[config.mk]
export PLATFORM = sky130hd
export DESIGN_NAME = fp32_add_mul_div_truncating_unit_flat
export DESIGN_NICKNAME = d
export VERILOG_FILES = /design/src/hdl/fpu_pkg.sv /design/src/hdl/fpu_stream_if.sv /design/src/hdl/fp32_add_mul_div_truncating_unit.sv /design/src/flat_wrapper.sv
export SDC_FILE = /design/constraint.sdc
export NUM_CORES = 1
export LEC_CHECK = 0
export CELL_PAD_IN_SITES_DETAIL_PLACEMENT = 1
export CELL_PAD_IN_SITES_GLOBAL_PLACEMENT = 2
export CORE_UTILIZATION = 35
export DETAILED_ROUTE_END_ITERATION = 6
export DONT_BUFFER_PORTS = 1
export PLACE_DENSITY_LB_ADDON = 0.1
export SLEW_MARGIN = 20
export SYNTH_ARGS = -nofsm -noshare
export SYNTH_HDL_FRONTEND = slang
export SYNTH_SLANG_ARGS = --single-unit
[constraint.sdc]
create_clock -name clock -period 12.15 [get_ports clock]
set_input_delay 0.6075 -clock clock [delete_from_list [all_inputs] [get_ports clock]]
set_output_delay 0.6075 -clock clock [all_outputs]
set_load 0.005 [all_outputs]
[src/hdl/fpu_pkg.sv]
// Package for the truncating single-precision add/multiply/divide unit.
// Opcodes, field widths and special-value constants. No dependencies.
`default_nettype none
package fpu_pkg;
   typedef enum logic [1:0] {
      FUNC_ADD = 2'd0,
      FUNC_MUL = 2'd1,
      FUNC_DIV = 2'd2,
      FUNC_RSV = 2'd3
   } func_type;

   localparam logic [31:0] NAN_PATTERN = 32'h7F80_0001;
   localparam logic [7:0]  EXP_TOP     = 8'd255;
   localparam int          EXP_BIAS    = 127;
   localparam int          SIG_W       = 24;
   localparam int          ACC_W       = 50;
   localparam int          EXP_W       = 11;

   typedef logic signed [EXP_W-1:0] exp_type;
endpackage
`default_nettype wire

[src/hdl/fpu_stream_if.sv]
// Valid/ready channel interface for the unit's request and response beats.
// Depends on nothing; payload width is a parameter.
`default_nettype none
interface fpu_stream_if #(
   parameter int W = 66
) (
   input wire logic clock
);
   logic         valid;
   logic         ready;
   logic [W-1:0] data;

   modport source (output valid, output data, input ready);
   modport sink (input valid, input data, output ready);
endinterface
`default_nettype wire

[src/hdl/fp32_add_mul_div_truncating_unit.sv]
// Truncating IEEE 754 single-precision add, multiply and divide.
// Special operands are resolved straight from the request; other adds take one-bit-per-cycle
// align and normalize shifts, and multiply/divide run a bit-serial loop (one bit per
// cycle over the 24-bit significand) followed by one-bit-per-cycle normalize shifts.
// Throughput: one item at a time; a new request is taken once the response
// register is free. Synchronous active-high reset clears control state only.
`default_nettype none
module fp32_add_mul_div_truncating_unit
   import fpu_pkg::*;
(
   input  wire logic  clock,
   input  wire logic  reset,
   fpu_stream_if.sink   req,
   fpu_stream_if.source rsp
);
   typedef enum logic [2:0] {
      ST_IDLE,
      ST_PRENORM,
      ST_ALIGN,
      ST_ITER,
      ST_NORM,
      ST_DENORM,
      ST_DONE
   } state_type;

   state_type         state_ff;
   func_type          func_ff;
   logic              sign_ff;
   exp_type           exp_ff;
   logic [ACC_W-1:0]  acc_ff;    // add: larger-exponent sig; mul: product; div: remainder
   logic [ACC_W-1:0]  opb_ff;    // add: smaller-exponent sig; mul: multiplicand; div: divisor
   logic [SIG_W-1:0]  quo_ff;    // div quotient / mul multiplier
   logic [5:0]        cnt_ff;
   logic              sb_ff;
   logic              pa_ff;     // prenorm done on a
   logic [31:0]       res_ff;
   logic              rsp_valid_ff;

   logic [1:0]  f_in;
   logic [31:0] a_in, b_in;
   assign f_in = req.data[65:64];
   assign a_in = req.data[63:32];
   assign b_in = req.data[31:0];

   assign req.ready = (state_ff == ST_IDLE) && !rsp_valid_ff;
   assign rsp.valid = rsp_valid_ff;
   assign rsp.data  = res_ff;

   logic        sa, sbb, s_x;
   logic [7:0]  ea, eb;
   logic        nan_a, nan_b, inf_a, inf_b, zer_a, zer_b;
   logic [SIG_W-1:0] ma, mb;
   assign sa    = a_in[31];
   assign sbb   = b_in[31];
   assign s_x   = sa ^ sbb;
   assign ea    = a_in[30:23];
   assign eb    = b_in[30:23];
   assign nan_a = (ea == EXP_TOP) && (a_in[22:0] != 23'd0);
   assign nan_b = (eb == EXP_TOP) && (b_in[22:0] != 23'd0);
   assign inf_a = (ea == EXP_TOP) && (a_in[22:0] == 23'd0);
   assign inf_b = (eb == EXP_TOP) && (b_in[22:0] == 23'd0);
   assign zer_a = a_in[30:0] == 31'd0;
   assign zer_b = b_in[30:0] == 31'd0;
   assign ma    = {ea != 8'd0, a_in[22:0]};
   assign mb    = {eb != 8'd0, b_in[22:0]};

   exp_type eea, eeb;
   assign eea = (ea == 8'd0) ? exp_type'(1) : exp_type'({3'd0, ea});
   assign eeb = (eb == 8'd0) ? exp_type'(1) : exp_type'({3'd0, eb});

   // Special operands resolved combinationally from the request beat.
   logic        spec_hit;
   logic [31:0] spec_res;
   always_comb begin
      spec_hit = 1'b1;
      spec_res = NAN_PATTERN;
      case (func_type'(f_in))
         FUNC_ADD: begin
            if (nan_a || nan_b) spec_res = NAN_PATTERN;
            else if (inf_a) spec_res = (inf_b && sa != sbb) ? NAN_PATTERN : a_in;
            else if (inf_b) spec_res = b_in;
            else if (zer_a) spec_res = zer_b ? {sa & sbb, 31'd0} : b_in;
            else if (zer_b) spec_res = a_in;
            else if (eea - eeb > exp_type'(31)) spec_res = a_in;
            else if (eeb - eea > exp_type'(31)) spec_res = b_in;
            else spec_hit = 1'b0;
         end
         FUNC_MUL: begin
            if (nan_a || nan_b) spec_res = NAN_PATTERN;
            else if (zer_a || zer_b)
               spec_res = (inf_a || inf_b) ? NAN_PATTERN : {s_x, 31'd0};
            else if (inf_a || inf_b) spec_res = {s_x, 8'hFF, 23'd0};
            else spec_hit = 1'b0;
         end
         FUNC_DIV: begin
            if (nan_a || nan_b) spec_res = NAN_PATTERN;
            else if (zer_b) spec_res = zer_a ? NAN_PATTERN : {s_x, 8'hFF, 23'd0};
            else if (zer_a) spec_res = {s_x, 31'd0};
            else if (inf_a) spec_res = inf_b ? NAN_PATTERN : {s_x, 8'hFF, 23'd0};
            else if (inf_b) spec_res = {s_x, 31'd0};
            else spec_hit = 1'b0;
         end
         default: spec_res = NAN_PATTERN;
      endcase
   end

   // Add path: exponent difference and combine, staged in ALIGN.
   exp_type ediff;
   assign ediff = exp_ff;  // during ALIGN exp_ff holds remaining shift

   logic [ACC_W-1:0] add_sum;
   logic             add_sgn;
   always_comb begin
      if (sign_ff == sb_ff) begin
         add_sum = acc_ff + opb_ff;
         add_sgn = sign_ff;
      end else if (acc_ff >= opb_ff) begin
         add_sum = acc_ff - opb_ff;
         add_sgn = sign_ff;
      end else begin
         add_sum = opb_ff - acc_ff;
         add_sgn = sb_ff;
      end
   end

   logic [ACC_W-1:0] rem_sh, rem_sub;
   assign rem_sh  = {acc_ff[ACC_W-2:0], 1'b0};
   assign rem_sub = rem_sh - opb_ff;

   // Normalize target: leading one at bit 23 of acc_ff.
   logic hi_any;
   assign hi_any = acc_ff[ACC_W-1:SIG_W] != '0;

   logic [31:0] packed_v;
   assign packed_v = {sign_ff, exp_ff[7:0], acc_ff[22:0]};

   exp_type er_ff;   // add result exponent held across ALIGN

   always_ff @(posedge clock) begin
      if (reset) begin
         state_ff     <= ST_IDLE;
         rsp_valid_ff <= 1'b0;
      end else begin
         if (rsp_valid_ff && rsp.ready) rsp_valid_ff <= 1'b0;
         case (state_ff)
            ST_IDLE: begin
               if (req.valid && req.ready) begin
                  func_ff <= func_type'(f_in);
                  pa_ff   <= 1'b0;
                  cnt_ff  <= '0;
                  if (spec_hit) begin
                     res_ff   <= spec_res;
                     state_ff <= ST_DONE;
                  end else begin
                     case (func_type'(f_in))
                        FUNC_ADD: begin
                           if (eea >= eeb) begin
                              sign_ff <= sa;
                              sb_ff   <= sbb;
                              acc_ff <= ACC_W'(ma);
                              opb_ff <= ACC_W'(mb);
                              er_ff  <= eea;
                              exp_ff <= eea - eeb;
                           end else begin
                              acc_ff <= ACC_W'(mb);
                              opb_ff <= ACC_W'(ma);
                              sign_ff <= sbb;
                              sb_ff   <= sa;
                              er_ff  <= eeb;
                              exp_ff <= eeb - eea;
                           end
                           state_ff <= ST_ALIGN;
                        end
                        FUNC_MUL: begin
                           sign_ff <= s_x;
                           acc_ff  <= '0;
                           opb_ff  <= ACC_W'(ma);
                           quo_ff  <= mb;
                           exp_ff  <= eea + eeb - exp_type'(EXP_BIAS) - exp_type'(23);
                           state_ff <= ST_ITER;
                        end
                        FUNC_DIV: begin
                           sign_ff <= s_x;
                           acc_ff  <= ACC_W'(ma);
                           opb_ff  <= ACC_W'(mb);
                           exp_ff  <= eea - eeb + exp_type'(EXP_BIAS);
                           state_ff <= ST_PRENORM;
                        end
                        default: state_ff <= ST_DONE;
                     endcase
                  end
               end
            end
            ST_PRENORM: begin
               // exponent adjust: a shift lowers, b shift raises
               if (!pa_ff) begin
                  if (!acc_ff[SIG_W-1]) begin
                     acc_ff <= {acc_ff[ACC_W-2:0], 1'b0};
                     exp_ff <= exp_ff - exp_type'(1);
                  end else pa_ff <= 1'b1;
               end else if (!opb_ff[SIG_W-1]) begin
                  opb_ff <= {opb_ff[ACC_W-2:0], 1'b0};
                  exp_ff <= exp_ff + exp_type'(1);
               end else begin
                  exp_ff   <= exp_ff - exp_type'(1);  // quotient has 25 bits, frac 24
                  acc_ff   <= acc_ff;
                  state_ff <= ST_ITER;
               end
            end
            ST_ALIGN: begin
               if (ediff != exp_type'(0)) begin
                  opb_ff <= opb_ff >> 1;
                  exp_ff <= exp_ff - exp_type'(1);
               end else begin
                  if (add_sum == '0) begin
                     res_ff   <= 32'd0;
                     state_ff <= ST_DONE;
                  end else begin
                     acc_ff   <= add_sum;
                     sign_ff  <= add_sgn;
                     exp_ff   <= er_ff;
                     state_ff <= ST_NORM;
                  end
               end
            end
            ST_ITER: begin
               cnt_ff <= cnt_ff + 6'd1;
               if (func_ff == FUNC_MUL) begin
                  // shift-add, multiplier LSB first
                  if (quo_ff[0]) acc_ff <= acc_ff + opb_ff;
                  opb_ff <= {opb_ff[ACC_W-2:0], 1'b0};
                  quo_ff <= quo_ff >> 1;
                  if (cnt_ff == 6'd23) state_ff <= ST_NORM;
               end else begin
                  // restoring division, 25 quotient bits
                  if (cnt_ff == 6'd0) begin
                     if (acc_ff >= opb_ff) begin
                        acc_ff <= acc_ff - opb_ff;
                        quo_ff <= SIG_W'(1);
                     end else quo_ff <= '0;
                  end else if (cnt_ff == 6'd24) begin
                     acc_ff   <= ACC_W'({quo_ff, rem_sh >= opb_ff});
                     state_ff <= ST_NORM;
                  end else begin
                     if (rem_sh >= opb_ff) begin
                        acc_ff <= rem_sub;
                        quo_ff <= {quo_ff[SIG_W-2:0], 1'b1};
                     end else begin
                        acc_ff <= rem_sh;
                        quo_ff <= {quo_ff[SIG_W-2:0], 1'b0};
                     end
                  end
               end
            end
            ST_NORM: begin
               if (hi_any) begin
                  acc_ff <= acc_ff >> 1;
                  exp_ff <= exp_ff + exp_type'(1);
               end else if (!acc_ff[SIG_W-1] && exp_ff > exp_type'(-40)) begin
                  acc_ff <= {acc_ff[ACC_W-2:0], 1'b0};
                  exp_ff <= exp_ff - exp_type'(1);
               end else if (exp_ff >= exp_type'(EXP_TOP)) begin
                  res_ff   <= {sign_ff, 8'hFF, 23'd0};
                  state_ff <= ST_DONE;
               end else if (exp_ff < exp_type'(-23)) begin
                  res_ff   <= {sign_ff, 31'd0};
                  state_ff <= ST_DONE;
               end else if (exp_ff <= exp_type'(0)) begin
                  acc_ff   <= acc_ff >> 1;
                  state_ff <= ST_DENORM;
               end else begin
                  res_ff   <= packed_v;
                  state_ff <= ST_DONE;
               end
            end
            ST_DENORM: begin
               if (exp_ff != exp_type'(0)) begin
                  acc_ff <= acc_ff >> 1;
                  exp_ff <= exp_ff + exp_type'(1);
               end else begin
                  res_ff   <= {sign_ff, 8'd0, acc_ff[22:0]};
                  state_ff <= ST_DONE;
               end
            end
            ST_DONE: begin
               if (!rsp_valid_ff) begin
                  rsp_valid_ff <= 1'b1;
                  state_ff     <= ST_IDLE;
               end
            end
            default: state_ff <= ST_IDLE;
         endcase
      end
   end
endmodule
`default_nettype wire

[src/flat_wrapper.sv]
// flat-port wrapper written by rule: the top's interface ports become plain ports
module fp32_add_mul_div_truncating_unit_flat import fpu_pkg::*;
  (clock, reset, req_valid, req_data, req_ready, rsp_valid, rsp_data, rsp_ready);
  fpu_stream_if #(.W(66)) req_i (.clock(clock));
  fpu_stream_if #(.W(32)) rsp_i (.clock(clock));
  input  wire logic clock;
  input  wire logic reset;
  input wire logic [$bits(req_i.valid)-1:0] req_valid;
  input wire logic [$bits(req_i.data)-1:0] req_data;
  output wire logic [$bits(req_i.ready)-1:0] req_ready;
  output wire logic [$bits(rsp_i.valid)-1:0] rsp_valid;
  output wire logic [$bits(rsp_i.data)-1:0] rsp_data;
  input wire logic [$bits(rsp_i.ready)-1:0] rsp_ready;
  assign req_i.valid = req_valid;
  assign req_i.data = req_data;
  assign req_ready = req_i.ready;
  assign rsp_valid = rsp_i.valid;
  assign rsp_data = rsp_i.data;
  assign rsp_i.ready = rsp_ready;
  fp32_add_mul_div_truncating_unit u_core (.clock(clock), .reset(reset), .req(req_i), .rsp(rsp_i));
endmodule
# Word level (Yosys, flattened, before mapping)
# Index checks and enable logic that the tools add are counted.
# op_classes
n_eq_ne,51
n_reduce_logical,51
magnitude_cmp,9
n_addsub,13
mux,143
n_bitwise,4
# ops
operator,count
$mux 50,26
$mux 32,30
$pmux 50 s3,2
$pmux 50 s6,1
$pmux 50 s4,1
$mux 24,8
$sub 50x50->50,3
$mux 11,12
$pmux 32 s4,1
$ge 50x50->1,2
$pmux 32 s3,1
$logic_not 31->1,2
$pmux 11 s5,1
$add 50x50->50,1
$logic_not 50->1,1
$pmux 24 s2,1
$logic_not 23->1,2
$reduce_bool 23->1,2
$mux 3,15
$pmux 11 s3,1
$mux 1,31
$ne 2x2->1 const B,14
$reduce_and 9->1,3
$reduce_bool 26->1,1
64 further kinds,109
# word_totals
output_inout_bits,34
elab_cells,286
inputBits,70
ff_bits,193

# Logic depth before layout (Yosys ltp)
# depth
word_depth,15
mapped_depth,22
ltp_nobuf,19

# Least setup slack after synthesis
# Ideal clock, no wire load.
# synth_path
path_kind,input port to flip-flop
startpoint,input port req_data[55]
endpoint,register u_core.opb_ff[0] (enable)
n_path_buf,0
t_required_ns,11.619
t_arrival_ns,8.475
path_slack_ns,3.145
path_stages,18
setup_time_ns,0.531
path_cell_list,or4_1 > nor2_1 > or2_2 > inv_1 > ha_1 > fa_1 > o21ai_0 > a21oi_1 > o21bai_1 > xor2_1 > nor2b_1 > and4bb_2 > o21ai_1 > o31ai_1 > a31oi_1 > or2_2 > a2111oi_2 > a21boi_0
# synth_between
elab_chain_len,14
word_cells_on_any_way,30
classes_between,add/sub (2); order compare (2); eq/ne (2); mux (16); reduce/logical (8)
# synth_rtl
item,line,rtl
"start, declared",flat_wrapper.sv:9,input wire logic [$bits(req_i.data)-1:0] req_data;
$logic_not 8->1,fp32_add_mul_div_truncating_unit.sv:68,"assign eea = (ea == 8'd0) ? exp_type'(1) : exp_type'({3'd0, ea});"
$mux 8,fp32_add_mul_div_truncating_unit.sv:68,
$sub 11x11->11,fp32_add_mul_div_truncating_unit.sv:85,else if (eeb - eea > exp_type'(31)) spec_res = b_in;
$gt 11x6->1,fp32_add_mul_div_truncating_unit.sv:85,
$mux 1,fp32_add_mul_div_truncating_unit.sv:85,
$mux 1,fp32_add_mul_div_truncating_unit.sv:84,else if (eea - eeb > exp_type'(31)) spec_res = a_in;
$mux 1,fp32_add_mul_div_truncating_unit.sv:83,else if (zer_b) spec_res = a_in;
$mux 1,fp32_add_mul_div_truncating_unit.sv:82,"else if (zer_a) spec_res = zer_b ? {sa & sbb, 31'd0} : b_in;"
$mux 1,fp32_add_mul_div_truncating_unit.sv:81,else if (inf_b) spec_res = b_in;
$mux 1,fp32_add_mul_div_truncating_unit.sv:80,else if (inf_a) spec_res = (inf_b && sa != sbb) ? NAN_PATTERN : a_in;
$mux 1,fp32_add_mul_div_truncating_unit.sv:79,if (nan_a || nan_b) spec_res = NAN_PATTERN;
$pmux 1 s3 (*),fp32_add_mul_div_truncating_unit.sv:77,case (func_type'(f_in))
$ne 2x2->1 (no line) (*),--,
$reduce_and 9->1 (no line) (*),--,
"end signal, assigned",fp32_add_mul_div_truncating_unit.sv:161,opb_ff <= ACC_W'(mb);
"end signal, assigned",fp32_add_mul_div_truncating_unit.sv:166,opb_ff <= ACC_W'(ma);
"end signal, assigned",fp32_add_mul_div_truncating_unit.sv:177,opb_ff <= ACC_W'(ma);
"end, declared",fp32_add_mul_div_truncating_unit.sv:31,logic [ACC_W-1:0] opb_ff;
# Every way passes the cells marked *; elsewhere a longest branch is shown, timed or not.
# A chain may end at the register's enable or synchronous reset.

# Worst setup path in the final report
# layout_path
startpoint,register u_core.opb_ff[1]
endpoint,register u_core.res_ff[3] (netlist: u_core.rsp.data[3]) (enable)
# layout_between
elab_chain_len,6
word_cells_on_any_way,9
classes_between,add/sub (3); order compare (1); eq/ne (1); mux (2); reduce/logical (2)
# layout_rtl
item,line,rtl
"$sub 50x50->50, or another cell as far along",fp32_add_mul_div_truncating_unit.sv:121,add_sum = opb_ff - acc_ff;
$mux 50,fp32_add_mul_div_truncating_unit.sv:117,end else if (acc_ff >= opb_ff) begin
$mux 50 (*),fp32_add_mul_div_truncating_unit.sv:114,if (sign_ff == sb_ff) begin
$logic_not 50->1 (*),fp32_add_mul_div_truncating_unit.sv:215,if (add_sum == '0) begin
$ne 2x1->1 (no line) (*),--,
$reduce_and 10->1 (no line) (*),--,
"end signal, assigned",fp32_add_mul_div_truncating_unit.sv:152,res_ff <= spec_res;
"end signal, assigned",fp32_add_mul_div_truncating_unit.sv:263,"res_ff <= {sign_ff, 8'hFF, 23'd0};"
"end signal, assigned",fp32_add_mul_div_truncating_unit.sv:266,"res_ff <= {sign_ff, 31'd0};"
"end, declared",fp32_add_mul_div_truncating_unit.sv:36,logic [31:0] res_ff;
# Marks and branches as above.

==> flow_summary.json <==
{
  "syn-num-nets": 3954,
  "boundaryPins": 104,
  "die_w_um": 281.0,
  "path_class": "reg -> reg",
  "required_ps": 12330,
  "final_nets": 3791,
  "synth_area_um2": 27250,
  "cts_setup_buffers": 0,
  "grt_pass1_vias": 29680,
  "syn-instance-count": 3632,
  "ys_types": 101,
  "rsz0062_at_grt": "false",
  "die_y_um": 281.0,
  "die_area_um2": 78970,
  "hold_viol": 0,
  "synth-edff-count": 186,
  "ctsHoldBuffers": 0,
  "crit_buf_inv": 2,
  "fmax_mhz": 123.4,
  "mostFrequentLayoutCell": "a21oi_1",
  "cts_resized": 0,
  "start_kind": "register",
  "arrival_ps": 8280,
  "worst_pin_slew_ps": 1208,
  "dp_cells": 4480,
  "finalClockSkew_ps": 32.94,
  "grt_use_total": 0.3567,
  "critical_path.max_fanout": 40,
  "placementRows": 101,
  "tns_ps": 0,
  "portBuffers": 0,
  "ys_seq_area_frac": 0.2079,
  "root_buffer": "clkbuf_16",
  "clk_pin_slew_ps": 110,
  "setup_viol": 0,
  "final_cell_mix": "a21oi_1 (360), nand2_1 (353), o21ai_0 (315), nor2_1 (301), ha_1 (243)",
  "grt_max_degree": 73,
  "cts_tree": "built",
  "drt_iter0_drc": 3555,
  "grt_overflow": 0,
  "clockBufferDepth": 2,
  "routedWlPerCell_um": 31.75,
  "drc_errors": 0,
  "fin_cells": 4513,
  "vias": 30490,
  "utilization": 0.3762,
  "slew-limit-headroom": 0.1914,
  "grt_first_pass_wirelength_mm": 208.1,
  "antenna_left": 0,
  "place_congestion": 0.9956,
  "critPathMaxStageDelay_ps": 1120,
  "holdCritPathClass": "in -> reg",
  "dp_hpwl_mm": 111.9,
  "cts_sinks": 190,
  "antenna_found_initial": 3,
  "cpMaxStageDelayCell": "nor2_1",
  "rrSetupSlack_ps": 4050,
  "period_minus_slack_ps": 8103,
  "drv_cap": 0,
  "firstDrtPassIters": 7,
  "h-tree-depth": 4,
  "async_flop_share": 0,
  "synth.avg_cell_area_um2": 7.502,
  "path_cells": "inv_1 > fa_1 > a211oi_1 > o21bai_1 > o211ai_1 > a2111o_1 > a21bo_1 > nand2_4 > nor2_1 > a21oi_1 > xnor2_1 > or4b_1 > nor4_1 > nand4b_1 > nor4_4 > o21a_1 > buf_4",
  "clock_latency_ps": 540,
  "cts_buffers": 17,
  "ys_warn_count": 0,
  "end_kind": "register",
  "ys_seq_elements": 190,
  "min_period_over_period": 0.6669,
  "ys.flop_type": "edfxtp_1",
  "via_per_inst": 6.756,
  "crit_family": "simple AND/OR/NAND/NOR gates",
  "coreArea_um2": 76450,
  "outcome": "completed",
  "slew_violations": 0,
  "syn2layout_area_growth_pct": 5.542,
  "layout-drive-gt1-share": 0.05083,
  "start_util": 0.3564,
  "wl_mm": 143.3
}
==> Yosys cell counts (23+ instances only) <==
cell	number	area, um^2
edfxtp_1	186	5585
buf_2	23	115.1
nand3_1	94	470.5
o22ai_1	29	181.4
nand4_1	49	306.5
nand2_1	354	1329
xor2_1	37	324.1
a221oi_1	102	893.4
mux2i_1	68	680.7
a221o_1	39	390.4
ha_1	244	3053
and3_1	23	143.9
a21o_1	92	690.7
a31oi_1	54	337.8
nor3_1	66	330.3
a21oi_1	361	1807
nor2_1	306	1149
xnor2_1	109	954.7
nor4_1	37	231.5
clkbuf_1	187	701.9
a22oi_1	24	180.2
inv_1	206	773.2
o211ai_1	48	360.4
a211oi_1	47	352.8
o21bai_1	60	450.4
nand2b_1	27	168.9
o21ai_0	317	1587
a222oi_1	32	320.3
nor2b_1	31	193.9
o221ai_1	38	332.8
==> stage by stage <==
stage	setup slack [ps]	cell area [um^2]	hold WS (ps)
floorplan	3145	27250	549.3
global placement	4506	28120	575.0
detailed placement	4327	28120	580.4
CTS	4255	28760	118.4
global route	3891	28760	121.6
finish	4047	28760	148.2
==> state kept, by name (all words and copies together) (netlist names) <==
name and cells:
u_core.sb_ff 1, u_core.er_ff 8, u_core.acc_ff 50, u_core.cnt_ff 6, u_core.ediff 11, u_core.state_ff 3
u_core.sign_ff 1, u_core.rsp.data 32, u_core.pa_ff 1, u_core.opb_ff 50, u_core.quo_ff 24, u_core.rsp.valid 1
u_core.func_ff 2
==> kinds of logic (layout without fill, tap and decap cells) <==
kind of cell,count (synthesis),count (layout),synth area share
AOI/OAI and AO/OA,1421,1421,0.3450
xor gates and xnor gates,146,146,0.04693
adders and majority gates,252,252,0.1179
buffers and inverters,451,301,0.06539
DFF,190,190,0.2079
muxes,73,73,0.02705
other,0,1,0
and+or+nand+nor,1099,1099,0.1898
==> routing by layer <==
layer / part of all wire / wire (um) / GRT usage
met5: 0.00015 / 22 / 0
met4: 0.024 / 3466 / 0.08841
met3: 0.089 / 12690 / 0.06917
met2: 0.42 / 59720 / 0.5200
met1: 0.47 / 67370 / 0.5293
==> cell type report <==
type	count	area [um^2]
sequential	190	5665
antenna	1	2.502
inverter	213	799.5
fill	9318	47700
multi-input combinational	2991	19950
clock inverter	15	211.5
clock buffer	17	425.4
tap	1030	1289
timing repair buffer	56	420.4
==> worst reg2reg max path, stage by stage, from the launching register on <==
cell and delay (ps):
edfxtp_1 630, inv_1 340, fa_1 600, a211oi_1 260, o21bai_1 190, o211ai_1 370, a2111o_1 310, a21bo_1 400
nand2_4 480, nor2_1 1200, a21oi_1 270, xnor2_1 260, or4b_1 610, nor4_1 440, nand4b_1 320, nor4_4 470
o21a_1 190, buf_4 380
==> worst paths after layout <==
kind | from | endpoint | depth (start not counted)
worst max-delay path | u_core.opb_ff[1] | u_core.rsp.data[3] | 17
worst min-delay path | reset | u_core.rsp.valid | 1
worst max register to register | u_core.opb_ff[1] | u_core.rsp.data[3] | 17
worst min register to register | u_core.er_ff[5] | u_core.ediff[5] | 2
Power is left out: the tool's default activity adds up to more than one toggle a clock period on the data nets, which glitch-free logic cannot reach.
